### src/rtl/core/assert_macros.svh
// Assertion macros used by the top-level RTL file of the block.
`ifndef ASSERT_MACROS_SVH
`define ASSERT_MACROS_SVH

// Clocked check that is switched off while reset is asserted.
`define HDRBG_ASSERT(lbl, clk, rstn, prop) \
  lbl: assert property (@(posedge clk) disable iff (!rstn) (prop)) \
    else $error("assertion failed");

// Clocked check that also holds during reset.
`define HDRBG_ASSERT_ALWAYS(lbl, clk, prop) \
  lbl: assert property (@(posedge clk) (prop)) \
    else $error("assertion failed");

`endif

### src/rtl/core/hdrbg_pkg.sv
// ----------------------------------------------------------------------------
// hdrbg_pkg
// Shared constants and types of the SHA-1 Hash_DRBG block.
// ----------------------------------------------------------------------------
`default_nettype none

package hdrbg_pkg;

  localparam int ENTROPY_BYTES = 128;
  localparam int NONCE_BYTES   = 8;
  localparam int MAX_REQ_BYTES = 200;
  localparam int SEED_CAP      = ENTROPY_BYTES + NONCE_BYTES;
  localparam int SEEDLEN       = 55;
  localparam int DIGLEN        = 20;
  localparam int SHA_ROUNDS    = 80;

  localparam logic [159:0] SHA1_IV =
    160'h67452301_EFCDAB89_98BADCFE_10325476_C3D2E1F0;

  typedef enum logic [1:0] {
    STATUS_DATA   = 2'd0,
    STATUS_SEEDED = 2'd1,
    STATUS_RESEED = 2'd2
  } status_e;

  typedef struct packed {
    logic start;
    logic init;
  } sha_req_t;

  typedef struct packed {
    logic    byte_valid;
    logic    byte_final;
    logic    st_valid;
    status_e st_code;
  } pk_req_t;

endpackage

`default_nettype wire

### src/rtl/core/hdrbg_pack.sv
// ----------------------------------------------------------------------------
// hdrbg_pack
// Packs generated bytes into 64-bit words and holds the output register.
// ----------------------------------------------------------------------------
`default_nettype none

module hdrbg_pack (
  input  logic               clk_i,
  input  logic               rst_ni,
  input  hdrbg_pkg::pk_req_t req_i,
  input  logic [7:0]         data_i,
  output logic               ready_o,
  output logic               m_axis_tvalid,
  input  logic               m_axis_tready,
  output logic [71:0]        m_axis_tdata,  // random_word[63:0], valid_bytes[67:64], zero
  output logic               m_axis_tlast,
  output logic [1:0]         m_axis_tuser   // status[1:0]
);
  import hdrbg_pkg::*;

  logic [63:0] acc_q, word_q, acc_new;
  logic [2:0]  cnt_q;
  logic [3:0]  vb_q;
  logic        last_q, valid_q;
  status_e     st_q;
  logic        out_busy, flush, byte_go, st_go;

  assign out_busy = valid_q && !m_axis_tready;
  assign flush    = (cnt_q == 3'd7) || req_i.byte_final;
  assign ready_o  = req_i.byte_valid ? !(flush && out_busy) : !out_busy;
  assign byte_go  = req_i.byte_valid && ready_o;
  assign st_go    = req_i.st_valid && !req_i.byte_valid && ready_o;
  assign acc_new  = acc_q | ({data_i, 56'd0} >> {cnt_q, 3'b000});

  always_ff @(posedge clk_i or negedge rst_ni) begin
    if (!rst_ni) begin
      valid_q <= 1'b0;
      cnt_q   <= '0;
      acc_q   <= '0;
    end else begin
      if (m_axis_tready) begin
        valid_q <= 1'b0;
      end
      if (byte_go) begin
        if (flush) begin
          valid_q <= 1'b1;
          acc_q   <= '0;
          cnt_q   <= '0;
        end else begin
          acc_q <= acc_new;
          cnt_q <= cnt_q + 3'd1;
        end
      end else if (st_go) begin
        valid_q <= 1'b1;
      end
    end
  end

  always_ff @(posedge clk_i) begin
    if (byte_go && flush) begin
      word_q <= acc_new;
      vb_q   <= {1'b0, cnt_q} + 4'd1;
      last_q <= req_i.byte_final;
      st_q   <= STATUS_DATA;
    end else if (st_go) begin
      word_q <= '0;
      vb_q   <= '0;
      last_q <= 1'b1;
      st_q   <= req_i.st_code;
    end
  end

  assign m_axis_tvalid = valid_q;
  assign m_axis_tdata  = {4'd0, vb_q, word_q};
  assign m_axis_tlast  = last_q;
  assign m_axis_tuser  = st_q;

endmodule

`default_nettype wire

### config.mk
export PLATFORM = sky130hd
export DESIGN_NAME = hdrbg_pack
export DESIGN_NICKNAME = d
export VERILOG_FILES = /design/src/rtl/core/assert_macros.svh /design/src/rtl/core/hdrbg_pkg.sv /design/src/rtl/core/hdrbg_pack.sv
export SDC_FILE = /design/constraint.sdc
export NUM_CORES = 1
export LEC_CHECK = 0
export BUFFER_PORTS_ARGS = -buffer_cell sky130_fd_sc_hd__buf_2
export CAP_MARGIN = 25
export CORE_UTILIZATION = 60
export DETAILED_ROUTE_END_ITERATION = 6
export HOLD_SLACK_MARGIN = 0.1
export PLACE_DENSITY = 0.84
export REMOVE_ABC_BUFFERS = 1
export SLEW_MARGIN = 30
export SYNTH_ARGS = -nofsm -noshare
export SYNTH_HDL_FRONTEND = slang
export SYNTH_SLANG_ARGS = --single-unit
### constraint.sdc
create_clock -name clk_i -period 5.22 [get_ports clk_i]
set_input_delay 0.783 -clock clk_i [delete_from_list [all_inputs] [get_ports clk_i]]
set_output_delay 0.783 -clock clk_i [all_outputs]
set_load 0.01 [all_outputs]
After elaboration in Yosys (flattened, before gate mapping) --
Cells that the tools add are included.
Storage, ports and cells: output and inout bits 77, input bits 16, register bits 139
Operators by class: bitwise logic cells 1, $add $sub $neg 2, multiplexer cells 13, reductions and logical operators 12, shift operators 1, equal/unequal tests 1
Operator list (count):
- $mux W64 | 3
- $or A64 B64 Y64 | 1
- $shr A64 B6 Y64 | 1
- $mux W4 | 2
- $mux W1 | 7
- $logic_and A1 B1 Y1 | 6
- $add A3 B1 Y4 const B | 1
- $logic_not A1 Y1 | 4
- $add A3 B1 Y3 const B | 1
- $eq A3 B3 Y1 const B | 1
- $mux W3 | 1
- $reduce_bool A2 Y1 | 1
- $logic_or A1 B1 Y1 | 1

Logic depth before layout (Yosys ltp) --
depth in word-level cells 8, gate-level depth with buffers 7, mapped depth without buffers 5

Worst setup path after synthesis --
OpenSTA, ideal clock, no wires.
path type input port to flip-flop, start point input port m_axis_tready, end point register last_q (netlist: m_axis_tlast), enable pin, stages 5, data arrival time 2.599 ns, required time 4.493 ns, path slack 1.894 ns, buffers on the path 2, cell sequence nand2b_1 > nand3b_4 > buf_6 > buf_2 > nand2_1
Between the ends: word-level cells in the longest chain between the ends 8, elaborated cells on any way between the ends 10, classes of those cells mux: 1; reduce/logical: 9
RTL lines:
- start: declaration | line hdrbg_pack.sv:14 | input logic m_axis_tready,
- $logic_not A1 Y1 (*) | line hdrbg_pack.sv:28 | assign out_busy = valid_q && !m_axis_tready;
- $logic_and A1 B1 Y1 (*) | line hdrbg_pack.sv:28
- $logic_and A1 B1 Y1 | line hdrbg_pack.sv:30 | assign ready_o = req_i.byte_valid ? !(flush && out_busy) : !out_busy;
- $logic_not A1 Y1 | line hdrbg_pack.sv:30
- $mux W1 (*) | line hdrbg_pack.sv:30
- $logic_and A1 B1 Y1 | line hdrbg_pack.sv:31 | assign byte_go = req_i.byte_valid && ready_o;
- $logic_and A1 B1 Y1 | line hdrbg_pack.sv:60 | if (byte_go && flush) begin
- $reduce_bool A2 Y1 (no line) (*)
- end signal: assignment | line hdrbg_pack.sv:63 | last_q <= req_i.byte_final;
- end: declaration | line hdrbg_pack.sv:24 | logic last_q, valid_q;
Mark *: on every way between the ends. The rest lies on a longest branch, timed or not. A chain may end at the register's enable or synchronous reset.

Worst setup path in the final report --
start point register cnt_q[0], end point output port ready_o
Between the ends: word-level cells in the longest chain between the ends 5
RTL lines:
- start: declaration | line hdrbg_pack.sv:22 | logic [2:0] cnt_q;
- start signal: assignment | line hdrbg_pack.sv:51 | cnt_q <= cnt_q + 3'd1;
- $eq A3 B3 Y1 | line hdrbg_pack.sv:29 | assign flush = (cnt_q == 3'd7) || req_i.byte_final;
- $logic_or A1 B1 Y1 | line hdrbg_pack.sv:29
- $logic_and A1 B1 Y1 | line hdrbg_pack.sv:30
- $logic_not A1 Y1 | line hdrbg_pack.sv:30
- $mux W1 | line hdrbg_pack.sv:30
- end: declaration | line hdrbg_pack.sv:12 | output logic ready_o,
Every way passes these cells.

==> impl_metrics.json <==
{
  "antenna_found_initial": 0,
  "grt_max_degree": 112,
  "dp_hpwl_mm": 6.389,
  "cpMostUsedCell": "ha_1",
  "synth_compound_area_share_pct": 16.28,
  "hold_viol": 0,
  "drv_slew": 0,
  "dr.pass1.iters": 5,
  "num_vias": 3740,
  "grt_use_total_pct": 24.97,
  "ir_drop_uv": 257.8,
  "antenna_left": 0,
  "cts_tree": "yes",
  "yosysSeqAreaShare_pct": 67.26,
  "start_util_pct": 61.66,
  "syn_inst": 427,
  "cts_hold_buf": 0,
  "p_sw_mw": 0.7047,
  "routed_wirelength_mm": 11.35,
  "regArea_um2": 3814,
  "grt_pass1_vias": 3546,
  "grt_overflow_total": 0,
  "async_reset_ff_share_pct": 48.92,
  "finalSetupViolCount": 0,
  "grt_pass1_wl_mm": 18.40,
  "synth_edf_count": 69,
  "fin_tns_setup_ps": 0,
  "hold_class": "input pin to asynchronous set/reset pin",
  "clkPwrFrac_pct": 42.0,
  "ys_warn_count": 0,
  "ctsResizeCount": 0,
  "synth_xor_area_share_pct": 0,
  "tightest_slew_ps": 878.6,
  "synth-simple-area-share_pct": 9.687,
  "clk_pin_slew_ps": 60,
  "drt_iter0_markers": 305,
  "cp_slowest_cell": "nor3b_4",
  "die_w_um": 99.22,
  "dp.cells": 582,
  "cp-start-kind": "flip-flop",
  "vias_per_cell": 6.081,
  "fmax_mhz": 308.9,
  "post_dp_cell_area_um2": 5942,
  "io_pins": 93,
  "power_frac_seq_pct": 46.4,
  "clock_latency_ps": 520,
  "p_leak_nw": 2.833,
  "die-area_um2": 9844,
  "combPwrFrac_pct": 11.6,
  "htreeDepth": 4,
  "clockBufferDepth": 2,
  "wl_per_cell_um": 18.45,
  "synth-adder-area-share_pct": 0.4413,
  "rows": 35,
  "internal_power_mw": 2.139,
  "path_class": "flip-flop to primary output",
  "slew_headroom_pct": 41.22,
  "synth_cell_types": 28,
  "worstPathRequired_ps": 4440,
  "layout.cells.non_filler": 615,
  "multi_input_area_um2": 1526,
  "worst_path_largest_cell_delay_ps": 560,
  "drive_gt1_share_pct": 27.18,
  "switching_share_pct": 24.78,
  "cts_buffers": 17,
  "fin_area_um2": 6559,
  "avgSynthCellArea_um2": 13.28,
  "outcome": "finished clean",
  "post-route-min-period_ps": 3237,
  "worstPathMaxFanout": 12,
  "die_height_um": 99.22,
  "syn2layout_area_growth_pct": 15.67,
  "finalCritPeriodShare_pct": 62.01,
  "io_buffers": 88,
  "rsz0062_at_grt": "false",
  "cp-end-kind": "primary output",
  "clockRootBuffer": "clkbuf_8",
  "core-area_um2": 9196,
  "gp_congestion": 0.7583,
  "fin_skew_ps": 6.196,
  "synthMuxAreaShare_pct": 0.1986,
  "ys_seq_elements": 139,
  "n_antenna_cell": 0,
  "drc": 0,
  "cp_cell_sequence": "ha_1, ha_1, nor3b_4, nand2b_1, buf_2",
  "clkSinkCount": 139,
  "cap_viol_max_count": 0,
  "synthFlopType": "edfxtp_1",
  "syn_area_um2": 5670,
  "arrival_ps": 2450,
  "post-cts-setup-buffers": 0,
  "synth_top_family_by_area": "compound AO/OA/AOI/OAI gates",
  "n_fill_cell": 591,
  "pwr_density_cell_nw_per_um2": 433.6,
  "final_nets": 509
}
[final timing paths]
check                                 from              end  slack [ps]  cells after the start
setup / recovery                  cnt_q[0]          ready_o        1980                      5
hold / removal                      rst_ni        acc_q[17]         300                      2
hold reg to reg            m_axis_tuser[1]  m_axis_tuser[1]         490                      2
max in group asynchronous           rst_ni        acc_q[54]        4390                      3
min in group clk_i         m_axis_tuser[1]  m_axis_tuser[1]         490                      2
setup reg to reg                  cnt_q[0]       word_q[31]        2070                      6
[cell usage after synthesis (2+ instances only)]
master,n,area share [%]
nor2_1,66,4.4
edfxtp_1,69,37
o21ai_0,3,0.26
buf_2,15,1.3
nand3_1,3,0.26
nand2b_1,4,0.44
dfrtp_1,68,30
nand2_1,2,0.13
buf_4,14,1.9
clkbuf_2,2,0.18
ha_1,2,0.44
a21oi_1,66,5.8
and2_4,6,0.93
clkbuf_1,8,0.53
nor3b_4,4,1.3
and2_1,5,0.55
dfxtp_1,2,0.71
buf_6,11,2.2
a22o_1,66,10
and3b_1,3,0.46
[cell families (layout without fill, tap and decap cells)]
| group | Yosys count | in the layout |
|---|---|---|
| AND/OR/NAND/NOR | 99 | 99 |
| buffers and inverters | 50 | 124 |
| other | 1 | 4 |
| AO/OA/AOI/OAI | 135 | 135 |
| flip-flops | 139 | 139 |
| adder cells (fa/ha/maj) | 2 | 2 |
| multiplexers | 1 | 1 |
[state kept, by name (all words and copies together), names as in the netlist]
name,cells
acc_q,64
cnt_q,3
m_axis_tlast,1
m_axis_tuser,2
m_axis_tvalid,1
vb_q,4
word_q,64
[stage by stage]
stage | hold slack [ps] | power (mW) | setup slack [ps] | utilization (%)
after floorplan | 474.0 | 1.533 | 1075 | -
after detailed placement | 474.6 | 1.659 | 2102 | 64.61
after global routing | 330.9 | 2.944 | 1835 | 71.32
after global placement | 467.0 | 1.646 | 2270 | 64.61
final | 295.4 | 2.844 | 1983 | 71.32
after CTS | 490.8 | 2.847 | 1960 | 71.06
[area by class of cell]
class / instances / area share [%]
clock buffers: 21 / 6.849
clock inverters: 11 / 2.194
multi-input cells: 241 / 23.27
flip-flops and latches: 139 / 58.15
well taps: 111 / 2.118
repair buffers: 92 / 7.421
[worst max-delay path: cells and delay by family, from the launching register on]
family	cells	cell delay, ps
AND/OR/NAND/NOR	2	740
adder cells (fa/ha/maj)	2	520
flip-flops	1	540
buffers and inverters	1	130
[placed cells by master (no fill, tap or decap), types with 4 or more instances in the layout]
| master | netlist | layout |
|---|---|---|
| a21oi_1 | 66 | 66 |
| buf_2 | 15 | 88 |
| and2_4 | 6 | 6 |
| a22o_1 | 66 | 66 |
| nor3b_4 | 4 | 4 |
| clkbuf_16 | 0 | 16 |
| clkinv_2 | 0 | 4 |
| nor2_1 | 66 | 66 |
| edfxtp_1 | 69 | 69 |
| nand2b_1 | 4 | 4 |
| and2_1 | 5 | 5 |
| dfrtp_1 | 68 | 68 |
| conb_1 | 1 | 4 |
[metal layers]
metal	share of wire, %	vias up	track usage (%)	routed length [um]
li1	-	1676	-	-
met1	44	1871	34.47	4946
met2	47	169	37.34	5339
met3	7.0	24	6.606	796
met4	2.3	0	12.10	266
met5	0	-	0	0
[power groups by stage]
stage / Combinational [mW] / Clock (mW) / Sequential, mW
3_5_place_dp: 0.322 / 0 / 1.34
2_1_floorplan: 0.180 / 0 / 1.35
6_report: 0.329 / 1.20 / 1.32
5_1_grt: 0.360 / 1.25 / 1.33
4_1_cts: 0.328 / 1.20 / 1.32
3_3_place_gp: 0.314 / 0 / 1.33
Note: power is estimated with default switching activity, not from simulation.
