==> config.mk <==
export PLATFORM = sky130hd
export DESIGN_NAME = hdrbg_sha_core
export DESIGN_NICKNAME = d
export VERILOG_FILES = /design/src/rtl/core/assert_macros.svh /design/src/rtl/core/hdrbg_pkg.sv /design/src/rtl/core/hdrbg_sha_core.sv
export SDC_FILE = /design/constraint.sdc
export NUM_CORES = 2
export LEC_CHECK = 0
export ABC_AREA = 1
export BUFFER_PORTS_ARGS = -buffer_cell sky130_fd_sc_hd__buf_2
export CAP_MARGIN = 10
export CELL_PAD_IN_SITES_DETAIL_PLACEMENT = 0
export CELL_PAD_IN_SITES_GLOBAL_PLACEMENT = 2
export CORE_MARGIN = 2
export CORE_UTILIZATION = 39
export CTS_CLUSTER_DIAMETER = 80
export DETAILED_ROUTE_END_ITERATION = 8
export PLACE_DENSITY = 0.95
export SYNTH_ARGS = -nofsm -noshare
export SYNTH_HDL_FRONTEND = slang
export SYNTH_SLANG_ARGS = --single-unit
==> constraint.sdc <==
create_clock -name clk_i -period 31.5 [get_ports clk_i]
set_input_delay 6.3 -clock clk_i [delete_from_list [all_inputs] [get_ports clk_i]]
set_output_delay 6.3 -clock clk_i [all_outputs]
set_load 0.01 [all_outputs]
==> src/rtl/core/assert_macros.svh <==
// Assertion macros used by the top-level RTL file of the block.
`ifndef ASSERT_MACROS_SVH
`define ASSERT_MACROS_SVH

// Clocked check that is switched off while reset is asserted.
`define HDRBG_ASSERT(lbl, clk, rstn, prop) \
  lbl: assert property (@(posedge clk) disable iff (!rstn) (prop)) \
    else $error("assertion failed");

// Clocked check that also holds during reset.
`define HDRBG_ASSERT_ALWAYS(lbl, clk, prop) \
  lbl: assert property (@(posedge clk) (prop)) \
    else $error("assertion failed");

`endif

==> src/rtl/core/hdrbg_pkg.sv <==
// ----------------------------------------------------------------------------
// hdrbg_pkg
// Shared constants and types of the SHA-1 Hash_DRBG block.
// ----------------------------------------------------------------------------
`default_nettype none

package hdrbg_pkg;

  localparam int ENTROPY_BYTES = 128;
  localparam int NONCE_BYTES   = 8;
  localparam int MAX_REQ_BYTES = 200;
  localparam int SEED_CAP      = ENTROPY_BYTES + NONCE_BYTES;
  localparam int SEEDLEN       = 55;
  localparam int DIGLEN        = 20;
  localparam int SHA_ROUNDS    = 80;

  localparam logic [159:0] SHA1_IV =
    160'h67452301_EFCDAB89_98BADCFE_10325476_C3D2E1F0;

  typedef enum logic [1:0] {
    STATUS_DATA   = 2'd0,
    STATUS_SEEDED = 2'd1,
    STATUS_RESEED = 2'd2
  } status_e;

  typedef struct packed {
    logic start;
    logic init;
  } sha_req_t;

  typedef struct packed {
    logic    byte_valid;
    logic    byte_final;
    logic    st_valid;
    status_e st_code;
  } pk_req_t;

endpackage

`default_nettype wire

==> src/rtl/core/hdrbg_sha_core.sv <==
// ----------------------------------------------------------------------------
// hdrbg_sha_core
// SHA-1 compression unit, one round per cycle with a 16-word schedule window.
// ----------------------------------------------------------------------------
`default_nettype none

module hdrbg_sha_core (
  input  logic               clk_i,
  input  logic               rst_ni,
  input  hdrbg_pkg::sha_req_t req_i,
  input  logic [511:0]       block_i,
  output logic [159:0]       digest_o,
  output logic               done_o
);
  import hdrbg_pkg::*;

  logic        busy_q;
  logic [6:0]  rnd_q;
  logic        done_q;
  logic [31:0] w_q [16];
  logic [31:0] a_q, b_q, c_q, d_q, e_q;
  logic [31:0] h_q [5];
  logic [31:0] f_w, k_w, t_w, wn_w, x_w;

  always_comb begin
    if (rnd_q < 7'd20) begin
      f_w = (b_q & c_q) | (~b_q & d_q);
      k_w = 32'h5A827999;
    end else if (rnd_q < 7'd40) begin
      f_w = b_q ^ c_q ^ d_q;
      k_w = 32'h6ED9EBA1;
    end else if (rnd_q < 7'd60) begin
      f_w = (b_q & c_q) | (b_q & d_q) | (c_q & d_q);
      k_w = 32'h8F1BBCDC;
    end else begin
      f_w = b_q ^ c_q ^ d_q;
      k_w = 32'hCA62C1D6;
    end
    t_w  = {a_q[26:0], a_q[31:27]} + f_w + e_q + k_w + w_q[0];
    x_w  = w_q[13] ^ w_q[8] ^ w_q[2] ^ w_q[0];
    wn_w = {x_w[30:0], x_w[31]};
  end

  always_ff @(posedge clk_i or negedge rst_ni) begin
    if (!rst_ni) begin
      busy_q <= 1'b0;
      rnd_q  <= '0;
      done_q <= 1'b0;
    end else begin
      done_q <= 1'b0;
      if (req_i.start) begin
        busy_q <= 1'b1;
        rnd_q  <= '0;
      end else if (busy_q) begin
        if (rnd_q == 7'(SHA_ROUNDS - 1)) begin
          busy_q <= 1'b0;
          done_q <= 1'b1;
        end
        rnd_q <= rnd_q + 7'd1;
      end
    end
  end

  always_ff @(posedge clk_i) begin
    if (req_i.start) begin
      for (int i = 0; i < 16; i++) begin
        w_q[i] <= block_i[511 - 32*i -: 32];
      end
      if (req_i.init) begin
        for (int i = 0; i < 5; i++) begin
          h_q[i] <= SHA1_IV[159 - 32*i -: 32];
        end
        a_q <= SHA1_IV[159:128];
        b_q <= SHA1_IV[127:96];
        c_q <= SHA1_IV[95:64];
        d_q <= SHA1_IV[63:32];
        e_q <= SHA1_IV[31:0];
      end else begin
        a_q <= h_q[0];
        b_q <= h_q[1];
        c_q <= h_q[2];
        d_q <= h_q[3];
        e_q <= h_q[4];
      end
    end else if (busy_q) begin
      for (int i = 0; i < 15; i++) begin
        w_q[i] <= w_q[i+1];
      end
      w_q[15] <= wn_w;
      a_q <= t_w;
      b_q <= a_q;
      c_q <= {b_q[1:0], b_q[31:2]};
      d_q <= c_q;
      e_q <= d_q;
      if (rnd_q == 7'(SHA_ROUNDS - 1)) begin
        h_q[0] <= h_q[0] + t_w;
        h_q[1] <= h_q[1] + a_q;
        h_q[2] <= h_q[2] + {b_q[1:0], b_q[31:2]};
        h_q[3] <= h_q[3] + c_q;
        h_q[4] <= h_q[4] + d_q;
      end
    end
  end

  assign digest_o = {h_q[0], h_q[1], h_q[2], h_q[3], h_q[4]};
  assign done_o   = done_q;

endmodule

`default_nettype wire

; Yosys cells after proc, flatten, opt, wreduce, memory -nomap -nowiden
; Memories as Yosys holds them, arrays and structs flattened.
; Index checks and enable logic that the tools add are counted.
[word_totals]
elab_cells = 118
out_inout_bits = 161
n_memories = 2
input_bits = 516
ramBits = 672
ff_bits = 169
[mem_list]
columns = name, words, width, rd, rd_clocked_by_memory_dff, write_ports, line
row1 = w_q, 16, 32, 16, 0, 16, hdrbg_sha_core.sv:20  ; logic [31:0] w_q [16];
row2 = h_q, 5, 32, 5, 0, 5, hdrbg_sha_core.sv:22  ; logic [31:0] h_q [5];
[classes]
reduce_logical = 1
n_addsub = 10
order_cmp = 3
eq_ne = 1
muxes = 59
bitwise_logic = 34
[ops]
columns = operator, n
row1 = $mux W32, 41
row2 = $add A32 B32 Y32, 9
row3 = $xor A32 B32 Y32, 5
row4 = $and A32 B32 Y32, 4
row5 = $or A32 B32 Y32, 3
row6 = $not A32 Y32, 1
row7 = $mux W31, 1
row8 = $or A1 B1 Y1, 21
row9 = $mux W1, 15
row10 = $lt A7 B6 Y1 const B, 2
row11 = $mux W7, 2
row12 = $add A7 B1 Y7 const B, 1
row13 = $eq A7 B7 Y1 const B, 1
row14 = $lt A7 B5 Y1 const B, 1
row15 = $reduce_bool A2 Y1, 1

; Logic depth before layout (Yosys ltp)
[logic_depth]
depth_word = 12
depth_mapped = 43
mapped_depth_nobuf = 41

; Worst setup path before layout
; OpenSTA, ideal clock, no wires.
[synth_timing]
path_type = input to register
from = input req_i[1] (netlist name)
to = register rnd_q[0]
stages = 5
arrival_time_ns = 20.210
setup_ns = 0.716
path_buffers = 2
required_ns = 30.784
path_slack_ns = 10.574
cell_sequence = buf_2 > clkbuf_1 > nor2_1 > inv_1 > o21ai_0
[synth_between]
elab_chain_len = 1
word_cells_on_any_way = 2
cone_classes = mux (1) / reduce/logical (1)
[synth_rtl]
columns = element, line
row1 = start: declaration, hdrbg_sha_core.sv:10  ; input hdrbg_pkg::sha_req_t req_i,
row2 = $mux W7 or $reduce_bool A2 Y1 (tied branches), n/a
row3 = end signal: assignment, hdrbg_sha_core.sv:59  ; rnd_q <= rnd_q + 7'd1;
row4 = end: declaration, hdrbg_sha_core.sv:18  ; logic [6:0] rnd_q;
; Parallel ways exist; a longest one is shown, timed or not.
; A chain may end at the register's enable or synchronous reset.

==> impl_results.md <==
* Vias at 43,266
* Post-route minimum period at 9.56 ns
* Final Cycle Share at 0.303
* Fin area at 0.0585 mm²
* Hold Fails Final Rpt at 0
* Hold_ws at 0.490 ns
* Vias in the first global route at 41,237
* H-Tree Level Count at 3
* Non-filler cells, final at 8,106
* Final Max Slew Viols at 0
* RePlAce Congestion at 1.01
* Clk pin slew, worst setup/hold paths at 0.06 ns
* Total power at 7.71 mW
* Worst Path Buf+Inv at 5
* CTS tree: done
* I/O pin count at 677
* Initial core utilization at 0.394
* Die outline width at 363 µm
* Crit-path slowest cell: buf_4
* CP max FO at 64
* Core Rows at 131
* TritonRoute pass-1 iters at 6
* WS Path Type: primary input to register
* Vias per inst at 5.34
* Core area at 0.128 mm²
* Skew final at 0.0373 ns
* Min-Delay Path Class: register to register
* Mapped Nets at 6,551
* Aggregate routed wire length at 194 mm
* Skew-Pair Late Insertion Delay at 0.74 ns
* Pleak at 27.1 nW
* Routed WL per cell at 24.0 µm
* Worst-case clock buffer depth at 3
* Hold Buf Count CTS at 0
* Post-CTS sizing at 0
* Die area at 0.132 mm²
* ANT nets after route at 0
* Crit path cell chain: buf_8, nor2_4, buf_4, nand2_2, buf_4, nand2_4, buf_4, buf_4
* Register area share after synthesis at 0.501
* VDD IR-drop max at 0.189 mV
* Ratio of total power to cell area at 132 mW/mm²
* Worst setup SP type: primary input
* Final Net Count at 7,179
* Synth Flop Type: edfxtp_1
* Global Route Usage Sum at 0.288
* Die H at 363 µm
* Final Util at 0.458
* Post-Syn Area at 0.0503 mm²
* Layout cells sized above 1 at 0.139
* CP required at 31.83 ns
* Fin Setup TNS at 0 ns
* Largest stage delay, worst path at 0.80 ns
* Critical Path End Type: register
* Total of max-cap violations at 0
* Cell variety after synth at 54
* RSZ-0062 raised after global routing: no
* Fmax at 105 MHz
* Root buffer cell: clkbuf_16
* Area post-placement at 0.0553 mm²
* Crit path max-delay family: buffers and inverters
* Mapped Cells at 5,713
* Cells after DPL at 7,902
* Global-route wire length before repair at 278 mm
* Num CTS Buffers at 99
* Area grow syn2layout at 16.3%
* Flops & latches, synth at 841
* Slew HR at 0.188
* Place WS at 21.11 ns
* Synth Warn # at 0
* Top cell by count, worst path: buf_4
* Status: complete, no violations
* GRT Residual Overflow at 0
* Initial antenna violation count at 80
* Post-CTS Setup Bufs at 0
* Buffers on Ports at 676
* Detailed-placement wirelength estimate at 151 mm
* Post-route setup slack at 21.94 ns
* Fillers at 12,555
* Final setup violation count at 0
* Post-synth ARST share at 0.0107
* # DRC at 0
* 1st-iter DRT viols at 4,725
* Clk sinks at 841
* Largest net degree at the start of global routing at 192
* Number of flops mapped to enable cells by yosys at 832
* Worst Tran Pin Value at 1.22 ns
* Mean Syn Cell Area at 8.80 µm²
* Critical Path AT at 9.88 ns
==> power breakdown <==
group | internal [mW] | switching [mW]
Clock | 0.629 | 0.505
Sequential | 1.41 | 0.168
Combinational | 1.55 | 3.45
Total | 3.59 | 4.12
==> tightest hold or removal path, delay by kind of cell, from the launching register on <==
kind,cells,cell delay (ns)
DFF,1,0.32
and+or+nand+nor,2,0.10
==> registers in the layout (all words and copies together) (netlist names), 7 cells and up <==
signal  cells
rnd_q       7
d_q        32
b_q        32
w_q       512
a_q        32
e_q        32
c_q        32
h_q       160
==> synthesized netlist by cell type, types with 18 or more instances <==
cell type / n / share of area
a22o_1: 36 / 0.0063
ha_1: 197 / 0.049
clkbuf_1: 113 / 0.0084
xnor2_1: 104 / 0.018
xor2_1: 21 / 0.0037
a21oi_1: 353 / 0.035
nor2_1: 398 / 0.030
o21a_1: 18 / 0.0027
o21ai_0: 228 / 0.023
nor3_1: 40 / 0.0040
nand2_1: 2126 / 0.16
nand3_1: 181 / 0.018
o22a_1: 29 / 0.0051
o21bai_1: 29 / 0.0043
nand4_1: 40 / 0.0050
inv_1: 542 / 0.040
fa_1: 125 / 0.050
o21ai_1: 39 / 0.0039
a21o_1: 34 / 0.0051
buf_2: 46 / 0.0046
edfxtp_1: 832 / 0.50
==> cell usage in the layout, fill, tap and decap left out, types with 6 or more instances in the layout <==
master      count
dfrtp_1         9
buf_2         675
clkbuf_16      99
o21bai_1       29
a21oi_1       353
nand3_1       181
o21a_1         18
xnor2_1       104
nand3b_1       10
ha_1          197
a21boi_0       11
o211ai_1       14
fa_1          125
and2_1          6
clkinvlp_4      7
buf_4          22
nor2_1        397
a211oi_1       13
nand2_1      2125
clkbuf_1       22
diode_2        25
clkinv_1       18
o21ai_1        39
a21o_1         34
xor2_1         21
clkinv_2       14
edfxtp_1      832
a22o_1         36
o21ai_0       228
a221oi_1        9
or2_2          12
o221ai_1        8
nor3_1         40
inv_2           9
o22ai_1        13
o22a_1         29
inv_1         541
a31oi_1        11
nand4_1        40
==> logic make-up after synthesis <==
kind of cell             Yosys count  share of synthesized area
AO/OA/AOI/OAI                    861                     0.0996
flip-flops                       841                      0.501
buffers and inverters            727                     0.0559
adder cells (fa/ha/maj)          322                     0.0988
AND/OR/NAND/NOR                 2837                      0.223
XOR/XNOR                         125                     0.0218
==> path summary, 6_finish.rpt <==
path,end,cells past startpoint,startpoint,slack [ns]
max in group asynchronous,rnd_q[6]$_DFFE_PN0P_,1,rst_ni,25.74
setup / recovery,h_q[0][71]$_SDFFCE_PN1P_,8,req_i[1],21.94
hold / removal,w_q[1][214]$_DFFE_PP_,2,w_q[1][246]$_DFFE_PP_,0.49
setup reg to reg,h_q[0][22]$_SDFFCE_PN1P_,31,rnd_q[5]$_DFFE_PN0P_,23.28
hold reg to reg,w_q[1][214]$_DFFE_PP_,2,w_q[1][246]$_DFFE_PP_,0.49
min in group asynchronous,done_o$_DFF_PN0_,1,rst_ni,5.49
==> per-layer routing <==
layer,GRT usage,routed length (µm),vias to the layer above
li1,-,-,20320
met1,0.375,78400,20405
met2,0.468,90400,2032
met3,0.0598,16100,451
met4,0.121,9010,58
met5,0,343,-
==> layout make-up <==
cell class / count / area (µm²) / share of cell area
multi-input combinational: 4145 / 22300 / 0.381
clock buffer: 123 / 2590 / 0.0442
timing repair buffer: 701 / 3620 / 0.0619
sequential: 841 / 25200 / 0.431
clock inverter: 56 / 562 / 0.00960
tap: 1662 / 2080 / 0.0355
inverter: 553 / 2100 / 0.0359
antenna: 25 / 62.6 / 0.00107
(Power assumes the default switching activity.)
